## config.mk

```make
export PLATFORM = sky130hd
export DESIGN_NAME = mixed_width_aligned_stack
export DESIGN_NICKNAME = d
export VERILOG_FILES = /design/src/sv/mwas_pkg.sv /design/src/sv/mwas_ctrl.sv /design/src/sv/mwas_datapath.sv /design/src/sv/mixed_width_aligned_stack.sv
export SDC_FILE = /design/constraint.sdc
export NUM_CORES = 2
export LEC_CHECK = 0
export BUFFER_PORTS_ARGS = -buffer_cell sky130_fd_sc_hd__buf_2
export CORE_MARGIN = 2
export CORE_UTILIZATION = 60
export DETAILED_ROUTE_END_ITERATION = 10
export GPL_TIMING_DRIVEN = 1
export PLACE_DENSITY = 0.77
export SYNTH_ARGS = -nofsm -noshare
export SYNTH_HDL_FRONTEND = slang
export SYNTH_HIERARCHICAL = 1
export SYNTH_SLANG_ARGS = --single-unit
```

## constraint.sdc

```tcl
create_clock -name clk -period 14.42 [get_ports clk]
set_clock_uncertainty 0.15 [all_clocks]
set_input_delay 2.163 -clock clk [delete_from_list [all_inputs] [get_ports clk]]
set_output_delay 2.163 -clock clk [all_outputs]
set_load 0.02 [all_outputs]
```

## src/sv/mwas_pkg.sv

```systemverilog
// shared types, codes and helpers for the mixed-width aligned stack
// no dependencies; imported by every module of the block
package mwas_pkg;

  // operation codes on in_func
  localparam logic [1:0] FUNC_PUSH = 2'd0;
  localparam logic [1:0] FUNC_PEEK = 2'd1;
  localparam logic [1:0] FUNC_POP  = 2'd2;

  // result status codes on out_status
  localparam logic [1:0] STAT_OK    = 2'd0;
  localparam logic [1:0] STAT_UNDER = 2'd1;
  localparam logic [1:0] STAT_OVER  = 2'd2;

  // element size codes on in_width_code
  localparam logic [1:0] WC_BYTE  = 2'd0;
  localparam logic [1:0] WC_HALF  = 2'd1;
  localparam logic [1:0] WC_WORD  = 2'd2;
  localparam logic [1:0] WC_DWORD = 2'd3;

  // field widths fixed by the interface
  localparam int unsigned VALUE_W = 64;
  localparam int unsigned FILL_W  = 9;
  localparam int unsigned LANES   = 8;

  // controller states
  typedef enum logic [1:0] {
    S_IDLE,
    S_EXEC,
    S_HOLD
  } state_t;

  // commands from controller to datapath
  typedef struct packed {
    logic accept;    // word taken this edge: write/read store, update fill
    logic load_out;  // capture result into output registers
  } cmd_t;

  // bit mask covering the bytes of one element
  function automatic logic [VALUE_W-1:0] size_mask(input logic [1:0] wc);
    logic [VALUE_W-1:0] m;
    case (wc)
      WC_BYTE:  m = 64'h0000_0000_0000_00FF;
      WC_HALF:  m = 64'h0000_0000_0000_FFFF;
      WC_WORD:  m = 64'h0000_0000_FFFF_FFFF;
      WC_DWORD: m = 64'hFFFF_FFFF_FFFF_FFFF;
      default:  m = '0;
    endcase
    return m;
  endfunction

endpackage

```

## src/sv/mwas_ctrl.sv

```systemverilog
// controller state machine of the mixed-width aligned stack
// depends on mwas_pkg; drives the handshakes and datapath commands
module mwas_ctrl (
  input  logic          clk,
  input  logic          rst_n,
  input  logic          in_valid,
  output logic          in_stall,
  output logic          out_valid,
  input  logic          out_stall,
  output mwas_pkg::cmd_t cmd
);
  import mwas_pkg::*;

  state_t state_r, state_nxt;
  logic   accept;
  logic   out_take;

  // handshake decode
  assign out_take = (state_r == S_HOLD) && !out_stall;
  assign in_stall = !((state_r == S_IDLE) || out_take);
  assign accept   = in_valid && !in_stall;

  // state register
  always_ff @(posedge clk) begin
    if (!rst_n) begin
      state_r <= S_IDLE;
    end else begin
      state_r <= state_nxt;
    end
  end

  // next state
  always_comb begin
    state_nxt = state_r;
    case (state_r)
      S_IDLE: begin
        if (accept) state_nxt = S_EXEC;
      end
      S_EXEC: begin
        state_nxt = S_HOLD;
      end
      S_HOLD: begin
        if (out_take) state_nxt = accept ? S_EXEC : S_IDLE;
      end
      default: state_nxt = S_IDLE;
    endcase
  end

  // outputs
  always_comb begin
    cmd.accept   = accept;
    cmd.load_out = 1'b0;
    out_valid    = 1'b0;
    case (state_r)
      S_IDLE: ;
      S_EXEC: cmd.load_out = 1'b1;
      S_HOLD: out_valid = 1'b1;
      default: ;
    endcase
  end

  // a word is never taken while the store read is in flight
  a_no_accept_in_exec: assert property (@(posedge clk) disable iff (!rst_n)
    (state_r == S_EXEC) |-> !accept)
    else $error("word accepted during execute");

  // every accepted word is executed in the next cycle
  a_accept_then_exec: assert property (@(posedge clk) disable iff (!rst_n)
    accept |=> (state_r == S_EXEC) && cmd.load_out)
    else $error("accepted word not executed");

  // a taken result with no new word returns to idle and shows no result
  a_take_then_idle: assert property (@(posedge clk) disable iff (!rst_n)
    (out_take && !accept) |=> (state_r == S_IDLE) && !out_valid)
    else $error("result repeated after it was taken");

endmodule

```

## src/sv/mwas_datapath.sv

```systemverilog
// datapath of the mixed-width aligned stack: fill level, byte store, result regs
// depends on mwas_pkg; driven by mwas_ctrl commands
module mwas_datapath #(
  parameter int unsigned STORE_BYTES = 256
) (
  input  logic                          clk,
  input  logic                          rst_n,
  input  mwas_pkg::cmd_t                cmd,
  input  logic [1:0]                    in_func,
  input  logic [1:0]                    in_width_code,
  input  logic [mwas_pkg::VALUE_W-1:0]  in_push_value,
  output logic [mwas_pkg::VALUE_W-1:0]  out_read_value,
  output logic [1:0]                    out_status,
  output logic [mwas_pkg::FILL_W-1:0]   out_fill_bytes
);
  import mwas_pkg::*;

  // fill level width, and a wider width for round-up and end-of-element sums
  localparam int unsigned FLW  = $clog2(STORE_BYTES + 1);
  localparam int unsigned FWA  = $clog2(STORE_BYTES + 8) + 1;
  localparam int unsigned FW   = (FWA > FILL_W) ? FWA : FILL_W;
  // store is organized as rows of eight byte lanes
  localparam int unsigned ROWS = (STORE_BYTES + LANES - 1) / LANES;
  localparam int unsigned RW   = (ROWS > 1) ? $clog2(ROWS) : 1;

  logic [FLW-1:0]     fill_r, fill_nxt;
  logic [FW-1:0]      fill_x, size_x, base_x, end_x, off_x, store_x, row_base_x;
  logic               is_push, is_read, over, under, do_write;
  logic [FW-1:0]      addr_x;
  logic [RW-1:0]      row_sel;
  logic [2:0]         lane_sel;
  logic [LANES-1:0]   byte_en, beyond_ok;
  logic [VALUE_W-1:0] wdata;
  logic [1:0]         status_c;

  logic [7:0]         store_mem [ROWS][LANES];
  logic [7:0]         rd_row_r [LANES];

  logic [1:0]         pend_status_r;
  logic               pend_read_r;
  logic [2:0]         pend_lane_r;
  logic [1:0]         pend_wc_r;
  logic [LANES-1:0]   pend_ok_r;

  logic [VALUE_W-1:0] row_masked, row_shifted, result_c;
  logic [VALUE_W-1:0] out_read_value_r;
  logic [1:0]         out_status_r;
  logic [FILL_W-1:0]  out_fill_bytes_r;

  // address arithmetic on the current fill level
  always_comb begin
    fill_x  = {{(FW-FLW){1'b0}}, fill_r};
    store_x = FW'(STORE_BYTES);
    size_x  = FW'(1) << in_width_code;
    base_x  = (fill_x + size_x - FW'(1)) & ~(size_x - FW'(1));
    end_x   = base_x + size_x;
    off_x   = base_x - size_x;
    is_push = (in_func == FUNC_PUSH);
    is_read = (in_func == FUNC_PEEK) || (in_func == FUNC_POP);
    over    = end_x > store_x;
    under   = fill_x < size_x;
    do_write = is_push && !over;
  end

  // row and lane of the element, and lane write enables
  always_comb begin
    addr_x     = is_push ? base_x : off_x;
    row_sel    = addr_x[RW+2:3];
    lane_sel   = addr_x[2:0];
    row_base_x = {addr_x[FW-1:3], 3'b000};
    wdata      = in_push_value << {lane_sel, 3'b000};
    for (int k = 0; k < LANES; k++) begin
      byte_en[k]   = (4'(k) >= {1'b0, lane_sel}) &&
                     (5'(k) < ({2'b00, lane_sel} + size_x[4:0]));
      beyond_ok[k] = (row_base_x + FW'(k)) < store_x;
    end
  end

  // status of this word
  always_comb begin
    status_c = STAT_OK;
    if (is_push && over) status_c = STAT_OVER;
    else if (is_read && under) status_c = STAT_UNDER;
  end

  // fill level update
  always_comb begin
    fill_nxt = fill_r;
    if (cmd.accept) begin
      if (do_write) fill_nxt = end_x[FLW-1:0];
      else if ((in_func == FUNC_POP) && !under) fill_nxt = off_x[FLW-1:0];
    end
  end

  always_ff @(posedge clk) begin
    if (!rst_n) begin
      fill_r <= '0;
    end else begin
      fill_r <= fill_nxt;
    end
  end

  // byte store: one row written or read per word, read data registered
  always_ff @(posedge clk) begin
    if (cmd.accept) begin
      for (int k = 0; k < LANES; k++) begin
        if (do_write && byte_en[k]) store_mem[row_sel][k] <= wdata[8*k +: 8];
        rd_row_r[k] <= store_mem[row_sel][k];
      end
    end
  end

  // word context held across the store read
  always_ff @(posedge clk) begin
    if (cmd.accept) begin
      pend_status_r <= status_c;
      pend_read_r   <= is_read && !under;
      pend_lane_r   <= lane_sel;
      pend_wc_r     <= in_width_code;
      pend_ok_r     <= beyond_ok;
    end
  end

  // pick the element out of the row, bytes past the store read zero
  always_comb begin
    for (int k = 0; k < LANES; k++) begin
      row_masked[8*k +: 8] = pend_ok_r[k] ? rd_row_r[k] : 8'h00;
    end
    row_shifted = row_masked >> {pend_lane_r, 3'b000};
    result_c    = pend_read_r ? (row_shifted & size_mask(pend_wc_r)) : '0;
  end

  // output registers
  always_ff @(posedge clk) begin
    if (cmd.load_out) begin
      out_read_value_r <= result_c;
      out_status_r     <= pend_status_r;
      out_fill_bytes_r <= fill_x[FILL_W-1:0];
    end
  end

  assign out_read_value = out_read_value_r;
  assign out_status     = out_status_r;
  assign out_fill_bytes = out_fill_bytes_r;

  // fill level never passes the store size
  a_fill_bound: assert property (@(posedge clk) disable iff (!rst_n)
    fill_x <= store_x)
    else $error("fill level beyond store");

  // an overflowing push leaves the fill level alone
  a_over_keeps_fill: assert property (@(posedge clk) disable iff (!rst_n)
    (cmd.accept && is_push && over) |=> $stable(fill_r))
    else $error("overflowing push changed fill level");

  // an underflow result carries zero
  a_under_zero: assert property (@(posedge clk) disable iff (!rst_n)
    (cmd.load_out && (pend_status_r == STAT_UNDER)) |=> (out_read_value == '0))
    else $error("underflow result not zero");

endmodule

```

## src/sv/mixed_width_aligned_stack.sv

```systemverilog
// top level of the mixed-width aligned stack
// depends on mwas_pkg, mwas_ctrl and mwas_datapath
//
// Byte-addressed LIFO of STORE_BYTES bytes holding 1, 2, 4 or 8 byte elements,
// each aligned to its own size and stored little-endian. Every word on the
// input channel (push, peek, pop or the unused code) gives exactly one result
// word carrying the element read, a status (ok, underflow, overflow) and the
// fill level after the operation. A word first has its store row accessed,
// with the read data registered, and then its result formed in the output
// register. The next word is taken no sooner than its predecessor's result
// is taken, so no new word enters while one is still in flight. The store
// needs no clearing pass after reset; bytes never pushed read back as undefined.
module mixed_width_aligned_stack #(
  parameter int unsigned STORE_BYTES = 256
) (
  input  logic                          clk,
  input  logic                          rst_n,
  input  logic                          in_valid,
  output logic                          in_stall,
  input  logic [1:0]                    in_func,
  input  logic [1:0]                    in_width_code,
  input  logic [mwas_pkg::VALUE_W-1:0]  in_push_value,
  output logic                          out_valid,
  input  logic                          out_stall,
  output logic [mwas_pkg::VALUE_W-1:0]  out_read_value,
  output logic [1:0]                    out_status,
  output logic [mwas_pkg::FILL_W-1:0]   out_fill_bytes
);
  import mwas_pkg::*;

  cmd_t cmd;

  // handshake and sequencing
  mwas_ctrl u_ctrl (
    .clk       (clk),
    .rst_n     (rst_n),
    .in_valid  (in_valid),
    .in_stall  (in_stall),
    .out_valid (out_valid),
    .out_stall (out_stall),
    .cmd       (cmd)
  );

  // store, fill level and result registers
  mwas_datapath #(
    .STORE_BYTES (STORE_BYTES)
  ) u_datapath (
    .clk            (clk),
    .rst_n          (rst_n),
    .cmd            (cmd),
    .in_func        (in_func),
    .in_width_code  (in_width_code),
    .in_push_value  (in_push_value),
    .out_read_value (out_read_value),
    .out_status     (out_status),
    .out_fill_bytes (out_fill_bytes)
  );

endmodule

```

==> results by stage <==
Status:
- The flow ran to the end, but the final reports show violations.
- The final reports fail on capacitance limit, slew limit.

Floorplanning:
- The cell row count is 140.
- The floorplan step set the die height to 387.5 um.
- The initial core utilization is 60.49%.
- In this run the count of I/O pins placed on the die edge is 149.
- The die covers 0.1502 mm^2.
- The region available for standard cell placement spans 0.1459 mm^2.
- In this run the horizontal extent of the chip is roughly 390 um.

Logic synthesis:
- The most frequently used flop master after synthesis is edfxtp_1.
- The net count after synthesis is roughly 4.6k.
- The Yosys step of the flow raised 6 warnings.
- The area of the mapped netlist is 0.08826 mm^2.
- The post-synthesis cell count is 4529.
- Counting flops with a built-in enable in the synthesized netlist gives 2196.
- The synthesized area per cell is ~19 um^2.
- The share of flip-flops with an asynchronous set or reset after synthesis is 0%.
- The portion of the post-synthesis area used by sequential elements is around three quarters.
- Counting distinct cell types in the post-synthesis netlist gives 82.
- The synthesized design contains 2207 register bits.

STA:
- The final-report setup violation count is 0.
- The maximum operating frequency is 106.0 MHz.
- Setup repair after global routing left no endpoint under its margin.
- The max-slew violation count is 6.
- The transition at the pin with the smallest max-transition slack is 1644 ps.
- After routing, the total negative slack on setup checks comes to 0 ps.
- Hold is met by 266.1 ps.
- The worst pin sits at a relative slew slack of -10.79%.
- The number of endpoints with negative hold slack in the final report is 0.
- The time the worst path needs with I/O delays and setup is 9430 ps.
- The ratio of final minimum period to clock period is about two thirds.

Global routing:
- The number of global-route vias before repair is ~47k.
- The maximum number of pins on one net before global-route repair is 124.
- Global routing consumed, over all layers together, 33.05% of the routing resources.
- The first global-routing pass estimated ~350000 um of wire.
- The number of antenna violations at the first check in global routing came to 13.
- After global routing the overflow that remains totals 0.

Final layout:
- The relative area change from synthesis to final layout is 11.54%.
- Of the cells placed in the final design, the portion with a size suffix greater than 1 is 24.75%.
- In the final design database the tool counted a little under 5k nets.
- Measured on the finished design, the core utilization comes to 67.47%.
- Counting the fill cells in the layout gives 8790.
- The post-route cell area is between 0.09 and 0.1 mm^2.

Critical path:
- The number of buffers and inverters on the critical path is 6.
- The type of element launching the critical path is a primary input.
- The length in cells of the worst reg-to-reg path is 17.
- On the worst path, the slowest cell contributes a delay of 980 ps.
- The endpoint type of the worst setup path is a flip-flop.
- The cell with the largest stage delay on the worst path is nand2_1.
- The data arrival time at the worst-slack endpoint is 9750 ps.
- In this run the number of cells on the critical path is 19.
- Traced cell by cell, the critical path runs through buf_2 > nor2b_1 > inv_1 > ha_1 > inv_1 > ha_1 > fa_1 > or4b_1 > o2111ai_1 > o21ai_0 > a2111oi_1 > xnor2_1 > buf_4 > nand3_1 > buf_4 > nor2_4 > buf_4 > nand2_1 > nor2_1.
- The cell family contributing the most delay on the critical path is simple AND/OR/NAND/NOR gates.
- The startpoint-to-endpoint class of the critical path is primary input to flip-flop.
- STA puts the critical path data required time at approximately 15000 ps.
- Counting stages on the worst path, the most repeated cell is buf_4.
- The largest fanout on the critical path is 27.

Clock tree:
- The number of setup buffers added after CTS is 0.
- The clock tree synthesis step divided the H-tree into 4 levels.
- The CTS sink count is 2207.
- The clock-pin transition on the worst setup and hold timing paths is 60 ps.
- Clock tree synthesis inserted a total of 203 buffers.
- Clock latency on the worst-skew pair, taken at its later pin, is 850 ps.
- The maximum clock path buffer count is 3.
- Buffers inserted to repair hold after CTS numbered 0.
- The tree is rooted in a clkbuf_16.
- TritonCTS built the clock tree.
- Gates resized during post-CTS repair numbered 0.

Power and ir drop:
- The proportion of power drawn by the clock network is between 20% and 30%.
- Net switching is 38.07% of the power.
- For this design the total switching power over the nets is between 8000 and 9000 uW.
- Sequential cells account for between 30% and 40% of the total power.
- The peak supply drop is 0.0003561 V.
- The total power density per cell area is 234.1 mW/mm^2.
- The proportion of power drawn by combinational gates is about two fifths.
- The internal power consumption is 14270 uW.
- The static leakage is 0.03141 uW.

Worst hold path:
- The path class of the tightest hold or removal check is flip-flop to flip-flop.
- The count of cells along the worst hold path is 0.

Route:
- The residual DRC count is 0.
- The first TritonRoute pass finished after 7 iterations.
- In the final routed layout, each cell accounts on average for 36.20 um.
- Dividing the detail-routed via count by the number of cells gives 7.167.
- For this block, the initial DRC count from the detailed router was approximately 8.1k.
- Summed over all layers, the routed wires come to 247300 um.
- The detailed-route via count is 48.95k.
- The count of nets left with antenna violations once routing finished came out at 0.

Placed design:
- The weighted congestion at the end of routability-driven global placement is 0.9904.
- Port buffering added between 100 and 150 buffers.
- The half-perimeter wire length after placement is approximately 150000 um.
- The instance area after placement is between 0.09 and 0.1 mm^2.

Job:
- The max-cap violation count is 4.
==> path summary, 6_finish.rpt <==
path	start	endpoint	slack, ps
worst max-delay path	in_width_code[0]	u_datapath/store_mem[6][29]$_DFFE_PP_	4990
worst min-delay path	u_datapath/pend_status_r[0]$_SDFFCE_PP0P_	u_datapath/out_status[0]$_DFFE_PP_	270
worst max register to register	u_datapath/fill_r[1]$_SDFFE_PN0P_	u_datapath/store_mem[6][29]$_DFFE_PP_	6500
worst min register to register	u_datapath/pend_status_r[0]$_SDFFCE_PP0P_	u_datapath/out_status[0]$_DFFE_PP_	270
==> synth_stat cells, drive strengths merged (6+ instances only) <==
cell type / number / area share [%]
nor2b: 12 / 0.085
o31ai: 10 / 0.085
buf: 79 / 0.40
nand3b: 10 / 0.085
inv: 37 / 0.16
nand2: 230 / 0.98
nor2: 382 / 1.7
nor4: 7 / 0.050
o2111ai: 6 / 0.067
a31oi: 23 / 0.16
a221oi: 60 / 0.62
mux2: 33 / 0.42
a22o: 62 / 0.62
o22ai: 12 / 0.085
o211a: 9 / 0.10
mux4: 512 / 13
nor3: 7 / 0.040
and3: 11 / 0.078
o22a: 16 / 0.16
clkbuf: 187 / 0.80
a21oi: 66 / 0.37
o21ai: 37 / 0.21
dfxtp: 11 / 0.25
and2: 24 / 0.17
ha: 28 / 0.40
o211ai: 15 / 0.13
a32oi: 9 / 0.089
nand2b: 10 / 0.071
nand4: 6 / 0.043
edfxtp: 2196 / 75
a22oi: 98 / 0.83
mux2i: 108 / 1.2
nor3b: 12 / 0.10
xnor2: 15 / 0.16
a211o: 11 / 0.11
nand3: 103 / 0.58
==> layout make-up <==
type / instances / area [um^2] / area share (%)
Tap cell: 1917 / 2399 / 2.436
Clock buffer: 245 / 5259 / 5.341
Sequential cell: 2207 / 66160 / 67.20
Timing Repair Buffer: 270 / 1719 / 1.746
Inverter: 37 / 138.9 / 0.1411
Antenna cell: 8 / 20.02 / 0.02033
Clock inverter: 127 / 1386 / 1.408
Multi-Input combinational cell: 2019 / 21370 / 21.70
==> cell families (layout without fill, tap and decap cells) <==
kind of cell	count (synthesis)	count (layout)	synth area share, %
AND/OR/NAND/NOR	838	838	4.226
flip-flops	2207	2207	74.96
other	0	8	0
adder cells (fa/ha/maj)	30	30	0.4423
buffers and inverters	303	679	1.351
AO/OA/AOI/OAI	479	479	4.105
multiplexers	653	653	14.71
XOR/XNOR	19	19	0.2056
==> stage by stage <==
step	worst slack, ps	total power, uW	std cells
after floorplan	6956	13710	4529
after global placement	4758	17310	6450
after detailed placement	4664	17420	6450
after CTS	5499	22790	6822
after global routing	5047	23550	6822
final	4990	23040	6830
==> sequential cells by signal, summed over array words and instances (netlist names) <==
signal / flops
u_ctrl/state_r: 2
u_datapath/fill_r: 9
u_datapath/out_fill_bytes: 9
u_datapath/out_read_value: 64
u_datapath/out_status: 2
u_datapath/pend_lane_r: 3
u_datapath/pend_ok_r: 1
u_datapath/pend_read_r: 1
u_datapath/pend_status_r: 2
u_datapath/pend_wc_r: 2
u_datapath/rd_row_r: 64
u_datapath/store_mem: 2048
==> cell usage in the layout, fill, tap and decap left out, types with 15 or more instances in the layout <==
cell,n
edfxtp_1,2196
nor2_1,331
and2_1,24
nand2_1,220
o211ai_1,15
o22a_1,16
clkbuf_1,41
inv_1,34
clkinv_1,48
a221oi_1,57
o21ai_0,23
a22oi_1,98
nand3_1,103
a21oi_1,64
a22o_1,62
clkbuf_16,204
nor2_2,44
mux2i_1,102
buf_4,117
mux2_2,33
mux4_2,512
bufinv_16,23
clkinv_2,31
ha_1,28
buf_2,148
a31oi_1,23
==> power by group through the flow <==
stage | registers (uW) | logic (uW) | clock network (uW)
after floorplan | 8200 | 5510 | 0
after global routing | 8200 | 9710 | 5630
after CTS | 8190 | 9190 | 5410
after detailed placement | 8330 | 9100 | 0
after global placement | 8320 | 8990 | 0
final | 8210 | 9460 | 5370
==> routing by layer <==
layer / track usage (%) / part of all wire (%)
met5: 0.8931 / 0.21
met4: 15.53 / 5.4
met3: 14.75 / 16
met2: 47.08 / 44
met1: 43.93 / 34
Note: power is estimated with default switching activity, not from simulation.
